==> src/design/cnc_pkg.sv <==
// Shared types, constants and the hit-count bucketing function of the novelty checker.
`default_nettype none
package cnc_pkg;

    localparam int IDX_W       = 13;
    localparam int WORD_W      = 64;
    localparam int VERDICT_W   = 2;
    localparam int COUNT_W     = 17;
    localparam int BYTES_PER_W = 8;
    localparam int NEWLY_W     = 4;

    localparam int MAP_BYTES_DEF = 65536;
    localparam int MID_DEPTH_DEF = 4;
    localparam int OUT_DEPTH_DEF = 4;

    localparam logic [COUNT_W-1:0]   COUNT_MAX = {COUNT_W{1'b1}};
    localparam logic [7:0]           BYTE_FULL = 8'hFF;

    localparam logic [VERDICT_W-1:0] VERDICT_NONE   = 2'd0;
    localparam logic [VERDICT_W-1:0] VERDICT_BUCKET = 2'd1;
    localparam logic [VERDICT_W-1:0] VERDICT_NEW    = 2'd2;

    typedef struct packed {
        logic [IDX_W-1:0]  word_index;
        logic [WORD_W-1:0] trace_word;
        logic              last_word;
    } t_in;

    typedef struct packed {
        logic [VERDICT_W-1:0] verdict;
        logic [COUNT_W-1:0]   covered_bytes;
    } t_out;

    typedef struct packed {
        logic [IDX_W-1:0]  word_index;
        logic [WORD_W-1:0] classified;
        logic              last_word;
    } t_work;

    function automatic logic [7:0] bucket_byte(input logic [7:0] c);
        logic [7:0] r;
        case (c) inside
            [8'd0:8'd2]:     r = c;
            8'd3:            r = 8'd4;
            [8'd4:8'd7]:     r = 8'd8;
            [8'd8:8'd15]:    r = 8'd16;
            [8'd16:8'd31]:   r = 8'd32;
            [8'd32:8'd127]:  r = 8'd64;
            default:         r = 8'd128;
        endcase
        return r;
    endfunction

endpackage
`default_nettype wire

==> src/design/cnc_fifo.sv <==
// Small register-based first-in first-out queue.
`default_nettype none
module cnc_fifo #(
    parameter int W     = 8,
    parameter int DEPTH = 4
) (
    input  wire logic                       i_clk,
    input  wire logic                       i_rst_n,
    input  wire logic                       i_push,
    input  wire logic [W-1:0]               i_data,
    output logic                            o_full,
    input  wire logic                       i_pop,
    output logic      [W-1:0]               o_data,
    output logic                            o_empty,
    output logic      [$clog2(DEPTH+1)-1:0] o_count
);
    localparam int PTR_W = $clog2(DEPTH);
    localparam int CNT_W = $clog2(DEPTH + 1);

    logic [W-1:0]     r_mem [DEPTH];
    logic [PTR_W-1:0] r_wr_ptr, r_rd_ptr;
    logic [CNT_W-1:0] r_count;
    logic             do_push, do_pop;

    assign o_full  = (r_count == CNT_W'(DEPTH));
    assign o_empty = (r_count == '0);
    assign o_count = r_count;
    assign o_data  = r_mem[r_rd_ptr];
    assign do_push = i_push && !o_full;
    assign do_pop  = i_pop && !o_empty;

    always_ff @(posedge i_clk) begin
        if (!i_rst_n) begin
            r_wr_ptr <= '0;
            r_rd_ptr <= '0;
            r_count  <= '0;
        end else begin
            if (do_push) begin
                r_wr_ptr <= (r_wr_ptr == PTR_W'(DEPTH - 1)) ? '0 : r_wr_ptr + 1'b1;
            end
            if (do_pop) begin
                r_rd_ptr <= (r_rd_ptr == PTR_W'(DEPTH - 1)) ? '0 : r_rd_ptr + 1'b1;
            end
            if (do_push && !do_pop) begin
                r_count <= r_count + 1'b1;
            end else if (do_pop && !do_push) begin
                r_count <= r_count - 1'b1;
            end
        end
    end

    always_ff @(posedge i_clk) begin
        if (do_push) begin
            r_mem[r_wr_ptr] <= i_data;
        end
    end
endmodule
`default_nettype wire

==> src/design/cnc_front.sv <==
// Front end: accepts trace words, buckets their hit counts and queues them for the back end.
`default_nettype none
module cnc_front #(
    parameter int MID_DEPTH = cnc_pkg::MID_DEPTH_DEF
) (
    input  wire logic          i_clk,
    input  wire logic          i_rst_n,
    input  wire logic          push,
    input  wire cnc_pkg::t_in  i_item,
    output logic               full,
    input  wire logic          i_busy,
    input  wire logic          i_work_pop,
    output cnc_pkg::t_work     o_work,
    output logic               o_work_empty
);
    cnc_pkg::t_work work_in;
    logic           mid_full;

    always_comb begin
        work_in.word_index = i_item.word_index;
        work_in.last_word  = i_item.last_word;
        for (int b = 0; b < cnc_pkg::BYTES_PER_W; b++) begin
            work_in.classified[8*b +: 8] = cnc_pkg::bucket_byte(i_item.trace_word[8*b +: 8]);
        end
    end

    assign full = mid_full || i_busy;

    cnc_fifo #(
        .W     ($bits(cnc_pkg::t_work)),
        .DEPTH (MID_DEPTH)
    ) u_mid_q (
        .i_clk   (i_clk),
        .i_rst_n (i_rst_n),
        .i_push  (push && !i_busy),
        .i_data  (work_in),
        .o_full  (mid_full),
        .i_pop   (i_work_pop),
        .o_data  (o_work),
        .o_empty (o_work_empty),
        .o_count ()
    );
endmodule
`default_nettype wire

==> config.mk <==
export PLATFORM = sky130hd
export DESIGN_NAME = cnc_front
export DESIGN_NICKNAME = d
export VERILOG_FILES = /design/src/design/cnc_pkg.sv /design/src/design/cnc_fifo.sv /design/src/design/cnc_front.sv
export SDC_FILE = /design/constraint.sdc
export NUM_CORES = 1
export LEC_CHECK = 0
export ABC_CLOCK_PERIOD_IN_PS = 4800
export BUFFER_PORTS_ARGS = -buffer_cell sky130_fd_sc_hd__buf_2
export CAP_MARGIN = 5
export CORE_MARGIN = 4
export CORE_UTILIZATION = 45
export DETAILED_ROUTE_END_ITERATION = 7
export PLACE_DENSITY_LB_ADDON = 0.1
export SLEW_MARGIN = 10
export SYNTH_ARGS = -nofsm -noshare
export SYNTH_HDL_FRONTEND = slang
export SYNTH_SLANG_ARGS = --single-unit
==> constraint.sdc <==
create_clock -name i_clk -period 4.8 [get_ports i_clk]
set_input_delay 0.48 -clock i_clk [delete_from_list [all_inputs] [get_ports i_clk]]
set_output_delay 0.48 -clock i_clk [all_outputs]
set_load 0.01 [all_outputs]
# Yosys cells after proc, flatten, opt, wreduce, memory -nomap -nowiden
# Memories as Yosys holds them, arrays and structs flattened. A register that Yosys moved wholly into a read port is not among the register bits.
# Cells that the tools add are included.
# W data, S select, Z words.
[classes]
add_sub_neg = 4
n_mul = 0
n_div = 0
n_lt_le_gt_ge = 80
n_eq_ne = 11
shifts = 0
muxes = 56
n_bitwise = 0
n_reduce_logical = 53
[op_table]
columns = ["operator", "count"]
rows = [
  ["$mux W8", 48],
  ["$eq A8 B2 Y1 const B", 8],
  ["$ge A8 B1 Y1 const B", 8],
  ["$ge A8 B3 Y1 const B", 8],
  ["$ge A8 B4 Y1 const B", 8],
  ["$ge A8 B5 Y1 const B", 8],
  ["$ge A8 B6 Y1 const B", 8],
  ["$le A8 B2 Y1 const B", 8],
  ["$le A8 B3 Y1 const B", 8],
  ["$le A8 B4 Y1 const B", 8],
  ["$le A8 B5 Y1 const B", 8],
  ["$le A8 B7 Y1 const B", 8],
  ["$logic_and A1 B1 Y1", 45],
  ["$mux W2", 4],
  ["$mux W3", 2],
  ["$logic_not A1 Y1", 5],
  ["$add A2 B1 Y2 const B", 2],
  ["$eq A2 B2 Y1 const B", 2],
  ["$add A3 B1 Y3 const B", 1],
  ["$eq A3 B3 Y1 const B", 1],
  ["$logic_not A3 Y1", 1],
  ["$sub A3 B1 Y3 const B", 1],
  ["$mux W1", 2],
  ["$reduce_bool A2 Y1", 1],
  ["$logic_or A1 B1 Y1", 1],
]
[totals]
regBits = 7
latchBits = 0
ramBits = 312
romBits = 0
in_bits = 83
memories = 1
[mem_list]
columns = ["name", "words", "width", "rd", "rd_ports_with_merged_regs", "write_ports", "line", "rtl"]
rows = [
  ["u_mid_q.r_mem", 4, 78, 1, 1, 1, "cnc_fifo.sv:20", "logic [W-1:0] r_mem [DEPTH];"],
]

# Depth between registers and ports, before layout
# Gate-level depths: netlist of the first run.
[logic_depth]
depth_word = 8
ltp_mapped = 8
ltp_nobuf = 8

# Hierarchy
# From an unflattened synthesis of the first run, not the netlist that was laid out.
[unflattened]
hier_cells = 558
area_unflattened_um2 = 12398.1
[by_module_without_submodules]
columns = ["module", "instances", "cells_per_inst", "area_per_inst_um2", "seq_area_each_um2"]
rows = [
  ["cnc_fifo", 1, 459, 11747.5, 9549.2],
  ["cnc_front", 1, 99, 650.6, 0.0],
]

# Worst setup path before layout of the first run
# Ideal clock, no wire load.
[synth_timing]
path_kind = "register -> register"
from = "register u_mid_q.r_count[0] (netlist: u_mid_q.o_count[0])"
to = "memory u_mid_q.r_mem[0][0] (netlist bit), enable pin"
arrival_time_ns = 2.723
required_time_ns = 4.355
slack_ns = 1.633
stages_incl_launch_ff = 4
synth_period_minus_slack_ns = 3.167
cell_sequence = "dfxtp_1 nor3b_1 nor3b_2 and2_1"
[synth_via]
elab_chain_cells = 5
[synth_lines]
columns = ["item", "line", "rtl"]
rows = [
  ["from (decl)", "cnc_fifo.sv:22", "logic [CNT_W-1:0] r_count;"],
  ["from (signal assigned)", "cnc_fifo.sv:45", "r_count <= r_count + 1'b1;"],
  ["from (signal assigned)", "cnc_fifo.sv:47", "r_count <= r_count - 1'b1;"],
  ["$eq A3 B3 Y1", "cnc_fifo.sv:25", "assign o_full = (r_count == CNT_W'(DEPTH));"],
  ["$logic_not A1 Y1", "cnc_fifo.sv:29", "assign do_push = i_push && !o_full;"],
  ["$logic_and A1 B1 Y1", "cnc_fifo.sv:29", ""],
  ["named net u_mid_q.do_push", "cnc_fifo.sv:23", "logic do_push, do_pop;"],
  ["$mux W1", "cnc_fifo.sv:53", "if (do_push) begin"],
  ["$mux W1 (not written as such)", "cnc_fifo.sv:54", "r_mem[r_wr_ptr] <= i_data;"],
  ["to (decl)", "cnc_fifo.sv:20", ""],
]
# The timed path passes the listed nets, and every way through them passes these cells.

==> results.cfg, run 1 <==
[route]
wl_per_cell_um = 22.4
ant_nets = 0
wl_um = 24700
vias = 5924
drcViolationCount = 0
first_pass_iters = 4
avgViaCountPerCell = 5.38
drtIter0Drc = 436

[sta]
min_period_ns = 3.15
slew_headroom = 0.355
setup_ws_ns = 1.65
slew_viol_final = 0
finalCritPeriodShare = 0.656
rsz0062_at_grt = no
finalSetupViolations = 0
tightest_slew_ns = 0.967
max_freq_ghz = 0.317
finalSetupTns_ns = 0
hold_viol = 0
fin_skew_ns = 0.0116

[cells_and_area]
drive_above_1_share = 0.407
finalNetCount = 830
final_core_util = 0.542
layout_commonest_cell = edfxtp_1
final_cell_mix = edfxtp_1 (312), buf_2 (162), mux4_2 (78)
syn_to_final_growth_pct = 18.6
design_area_um2 = 14600
diodes = 0

[die]
placementRows = 60
fp.dieArea_um2 = 30000
die_w_um = 173
coreArea_um2 = 26900
die_y_um = 173
pin_count = 163
initial_core_util = 0.457

[power_and_ir_drop]
p_switching_w = 0.00175
internal_power_w = 0.00539
leakagePower_nw = 5.01
clockPowerShare = 0.346
power_per_cell_area_nw_per_um2 = 490
peakVddDrop_v = 0.000300
pwr-share-seq = 0.474
sw_frac_of_total = 0.246
p_comb_frac = 0.180

[worst_hold_path]
hold_depth = 1
hold_path.class = in2reg
min_from = i_item[66]

[setup_path]
crit_end = o_work[19]
startpoint_type = flop
critPathMaxFanout = 45
required_ns = 4.32
critPathKind = reg2out
r2r-end = u_mid_q.o_count[2]$_SDFFE_PN0P_
endpoint_kind = output port
crit_arrival_ns = 2.67
r2r_start = u_mid_q.o_count[0]$_SDFFE_PN0P_
r2r_cells = 8
reg2reg_slack_ns = 2.20

[global_routing]
grt_remaining_overflow = 0
antenna_found_initial = 0
grt_max_degree = 60
grt_pass1_vias = 6626
grt_usage = 0.166
grt_pass1_wl_um = 38500

[place]
placed_cell_area_um2 = 13500
post-dp-hpwl_um = 15600
pre_cts_ws_ns = 2.06
routabilityCongestion = 0.743
portBuffers = 162

[clock_network]
cts_root_buffer = clkbuf_16
cts_resized = 0
clock_sinks = 321
holdBufCountCts = 0
cts_tree = yes
clockBufferDepth = 3
clk_latency_ns = 0.50
numCtsBuffers = 34
h-tree-depth = 2
cts_setup_buffers = 0
clk_pin_slew_ns = 0.06

[run_status]
status = finished, final reports clean

[synthesis]
synthCells = 557
synthesis.area_um2 = 12300
yosysWarnings = 0
ys_seq_area_frac = 0.777
ys_seq_elements = 321
syn_avg_cell_area_um2 = 22.1
synth_cell_type_count = 33
synth_fp_nets = 647

[run]
maxCapViolCount = 0
[worst max-delay path: stages (launching register included)]
cell     delay [ns]
dfxtp_4        0.97
buf_4          0.44
mux4_2         0.58
buf_2          0.16
[cells in the mapped netlist]
master	number	area, um2
nor4_1	1	6.26
mux2i_1	3	30.0
nor3_1	8	40.0
clkbuf_1	15	56.3
ha_1	6	75.1
and3b_1	12	105
fa_1	1	20.0
or3_1	1	6.26
buf_2	10	50.1
and3_1	6	37.5
nor4b_1	10	87.6
or4_4	1	11.3
buf_4	2	15.0
nand2b_1	1	6.26
or2_2	1	6.26
or3_4	1	11.3
o31ai_1	1	7.51
or4_1	6	45.0
a21boi_0	1	7.51
dfxtp_1	9	180
mux4_2	78	1760
inv_1	11	41.3
nor3b_2	3	37.5
xnor2_1	1	8.76
nand2_1	8	30.0
nand3_1	2	10.0
nor2_1	27	101
nor3b_1	8	60.1
xor2_1	1	8.76
o21ai_0	3	15.0
and2_1	6	37.5
edfxtp_1	312	9370
nor2b_1	1	6.26
[area by class of cell]
class,instances,area (um2)
clock buffers,40,937
multi-input cells,198,2580
flip-flops and latches,321,9560
repair buffers,174,901
inverters,11,41.3
fillers,2126,12300
clock inverters,16,126
well taps,341,427
[stage by stage]
| step | power, W | std cells | hold slack, ns |
|---|---|---|---|
| final | 0.00714 | 1101 | 0.210 |
| after CTS | 0.00726 | 1101 | 0.183 |
| after global placement | 0.00475 | 1045 | 0.477 |
| after detailed placement | 0.00477 | 1045 | 0.517 |
| after global routing | 0.00749 | 1101 | 0.189 |
| after floorplan | 0.00424 | 557 | 0.468 |
[state kept, by name, indices dropped and copies added (netlist names), named ones only]
name and cells:
u_mid_q.o_count 3, u_mid_q.r_mem 312, u_mid_q.r_rd_ptr 2, u_mid_q.r_wr_ptr 2
[cell families (layout without fill, tap and decap cells)]
family	Yosys count	after routing	share of synthesized area
AO/OA/AOI/OAI	5	5	0.00244
XOR/XNOR	2	2	0.00143
adder cells (fa/ha/maj)	7	7	0.00774
buffers and inverters	38	241	0.0132
flip-flops	321	321	0.777
multiplexers	81	81	0.145
AND/OR/NAND/NOR	103	103	0.0525
[power groups by stage]
stage | Sequential, W | Clock (W) | Combinational (W)
finish | 0.00339 | 0.00247 | 0.00128
global route | 0.00342 | 0.00268 | 0.00139
CTS | 0.00340 | 0.00254 | 0.00132
detailed placement | 0.00346 | 0 | 0.00131
global placement | 0.00345 | 0 | 0.00130
floorplan | 0.00330 | 0 | 0.000947
[worst min-delay path by stage]
stage	endpoint	slack, ns
2_1_floorplan	u_mid_q.r_wr_ptr[1]$_SDFFE_PN0P_	0.47
3_3_place_gp	u_mid_q.r_wr_ptr[1]$_SDFFE_PN0P_	0.48
3_5_place_dp	u_mid_q.r_wr_ptr[0]$_SDFFE_PN0P_	0.52
4_1_cts	u_mid_q.r_mem[2][71]$_DFFE_PP_	0.18
5_1_grt	u_mid_q.r_mem[1][76]$_DFFE_PP_	0.19
6_report	u_mid_q.r_mem[2][66]$_DFFE_PP_	0.21
[routing by layer]
metal / track usage / up-vias / wire (um)
li1: - / 2673 / -
met1: 0.224 / 3039 / 10400
met2: 0.278 / 176 / 12300
met3: 0.0366 / 36 / 1510
met4: 0.0416 / 0 / 411
met5: 0 / - / 0
Power figures use the tool's default switching activity.
==> run 2: changes to the inputs <==
Settings changed: ABC_AREA set to 1, ABC_CLOCK_PERIOD_IN_PS 4800 to 3270.
Clock period 4.8 ns to 3.27 ns, I/O delays scaled along.
==> run 2 against run 1 <==
  * Power is 59% higher
  * Combinational power is 130% higher
  * Sequential power is 41% higher
  * Register-to-register slack worse by 1.1 ns
  * Area after synthesis is 3.8% higher
  * Critical path depth is 2 higher
  * Synthesized cell count is 78% higher
  * Final cell count is 41% higher
  * Clock skew hardly changed
  * Global-route usage is 1.3 points higher
  * Die area is 3.6% higher
  * Largest power group unchanged
  * Highest routed layer is now met5
==> results.cfg, run 2 <==
[run_status]
status = finished, final reports clean

[clock_network]
holdBufCountCts = 0
clockBufferDepth = 3
cts_tree = yes
clk_latency_ns = 0.50
cts_setup_buffers = 0
cts_resized = 0
clk_pin_slew_ns = 0.06
h-tree-depth = 2
cts_root_buffer = clkbuf_16
clock_sinks = 321
numCtsBuffers = 35

[setup_path]
critPathMaxFanout = 50
startpoint_type = flop
crit_arrival_ns = 2.15
critPathKind = reg2out
required_ns = 2.94
r2r_start = u_mid_q.o_count[0]$_SDFFE_PN0P_
endpoint_kind = output port
reg2reg_slack_ns = 1.08

[global_routing]
antenna_found_initial = 2
grt_max_degree = 157
grt_remaining_overflow = 0
grt_pass1_vias = 7780
grt_usage = 0.179
grt_pass1_wl_um = 43300

[die]
die_y_um = 176
die_w_um = 176
placementRows = 61
coreArea_um2 = 27900
fp.dieArea_um2 = 31100
initial_core_util = 0.458
pin_count = 163

[synthesis]
synth_fp_nets = 1082
synth_cell_type_count = 25
ys_seq_area_frac = 0.749
async_reset_ff_frac = 0
synth_flop_cell = edfxtp_1
synth_top_area_cell = edfxtp_1
synthesis.area_um2 = 12800
synthTopCellsByArea = edfxtp_1 (73%), nor2_1 (6.7%), o22ai_1 (3.8%), o21ai_0 (3.7%), o21ai_1 (2.6%)
synthTopCellsByCount = edfxtp_1 (312), nor2_1 (227), o21ai_0 (93), o22ai_1 (78), o21ai_1 (65)
yosysWarnings = 0
syn_avg_cell_area_um2 = 12.9
synthCells = 992
synth_edf_count = 312
synthMostInstantiatedCell = edfxtp_1
synth_top_area_share = 0.735
ys_seq_elements = 321

[cells_and_area]
drive_above_1_share = 0.196
finalNetCount = 1238
final_cell_mix = edfxtp_1 (312), nor2_1 (223), buf_2 (162)
syn_to_final_growth_pct = 17.2
top_register = u_mid_q.r_mem
largest_reg_flops = 312
final_core_util = 0.537
layout_commonest_cell = edfxtp_1

[place]
portBuffers = 162
post-dp-hpwl_um = 16300
routabilityCongestion = 0.743

[route]
wl_um = 28200
drtIter0Drc = 459
first_pass_iters = 4
drcViolationCount = 0
wl_per_cell_um = 18.2
ant_nets = 0
vias = 8006
avgViaCountPerCell = 5.16

[sta]
min_period_ns = 2.48
hold_viol = 0
fin_skew_ns = 0.0115
whs_ns = 0.0488
max_freq_ghz = 0.403
finalSetupViolations = 0
slew_viol_final = 0
tightest_slew_ns = 0.753
rsz0062_at_grt = no
finalCritPeriodShare = 0.759
slew_headroom = 0.498

[run]
maxCapViolCount = 0

[power_and_ir_drop]
peakVddDrop_v = 0.000420
leakagePower_nw = 5.41
power_per_cell_area_nw_per_um2 = 760

[worst_hold_path]
hold_path.class = in2reg
min_from = i_item[0]
## run 2: changes by cell type in the layout (fill, tap and decap cells not counted), moves of 10 or more
cell     change
nor4b_1     -10
o22ai_1     +78
o21ai_0     +90
and3b_1     -12
nand2_1     +33
nor2_1     +196
o21ai_1     +65
nand3_1     +18
inv_1       +43
mux4_2      -78
## run 2: routing by layer
layer	routed length [um]	vias up	global-route usage
li1	-	3912	-
met1	12600	3862	0.244
met2	13500	180	0.295
met3	1490	50	0.0347
met4	630	2	0.0513
met5	13	-	0
## run 2: layout make-up
class / instances / area (um2)
Clock inverter: 13 / 108
Clock buffer: 48 / 967
Inverter: 56 / 213
Antenna cell: 1 / 2.50
Fill cell: 2388 / 12900
Tap cell: 378 / 473
Sequential cell: 321 / 9550
Multi-Input combinational cell: 557 / 2660
Timing Repair Buffer: 177 / 973
## run 2: critical path, cell delays in order (launching register included)
cell,delay (ns)
dfxtp_2,0.33
inv_2,0.47
buf_12,0.34
o21ai_0,0.14
o22ai_1,0.18
buf_2,0.17
## run 2: kinds of logic after synthesis
kind of cell,after synthesis,synth area share
compound gates,243,0.103
fa+ha+maj,7,0.00746
buf+inv,114,0.0451
flops,321,0.749
simple gates,307,0.0955
## run 2: path summary, 6_finish.rpt
check                                         end  cells past startpoint
setup reg to reg  u_mid_q.o_count[1]$_SDFFE_PN0P_                      9
hold reg to reg   u_mid_q.o_count[1]$_SDFFE_PN0P_                      2
hold / removal      u_mid_q.r_mem[3][0]$_DFFE_PP_                      1
setup / recovery                       o_work[22]                      5
## run 2: stage by stage
| stage | worst slack, ns | instance area (um2) | setup TNS (ns) | instances | power, W |
|---|---|---|---|---|---|
| 6_report | 0.788 | 14900 | 0 | 1551 | 0.0114 |
| 5_1_grt | 0.638 | 14900 | 0 | 1551 | 0.0120 |
| 4_1_cts | 0.734 | 14900 | 0 | 1550 | 0.0115 |
| 3_5_place_dp | 1.09 | 13900 | 0 | 1489 | 0.00784 |
| 3_3_place_gp | 1.10 | 13900 | 0 | 1489 | 0.00782 |
| 2_1_floorplan | -1.21 | 12800 | -378.73 | 992 | 0.00674 |
## run 2: report_power, final
| part | switching, W | internal [W] | total [W] |
|---|---|---|---|
| clock | 0.00145 | 0.00222 | 0.00367 |
| sequential | 0.0000624 | 0.00471 | 0.00477 |
| combinational | 0.00193 | 0.000981 | 0.00291 |
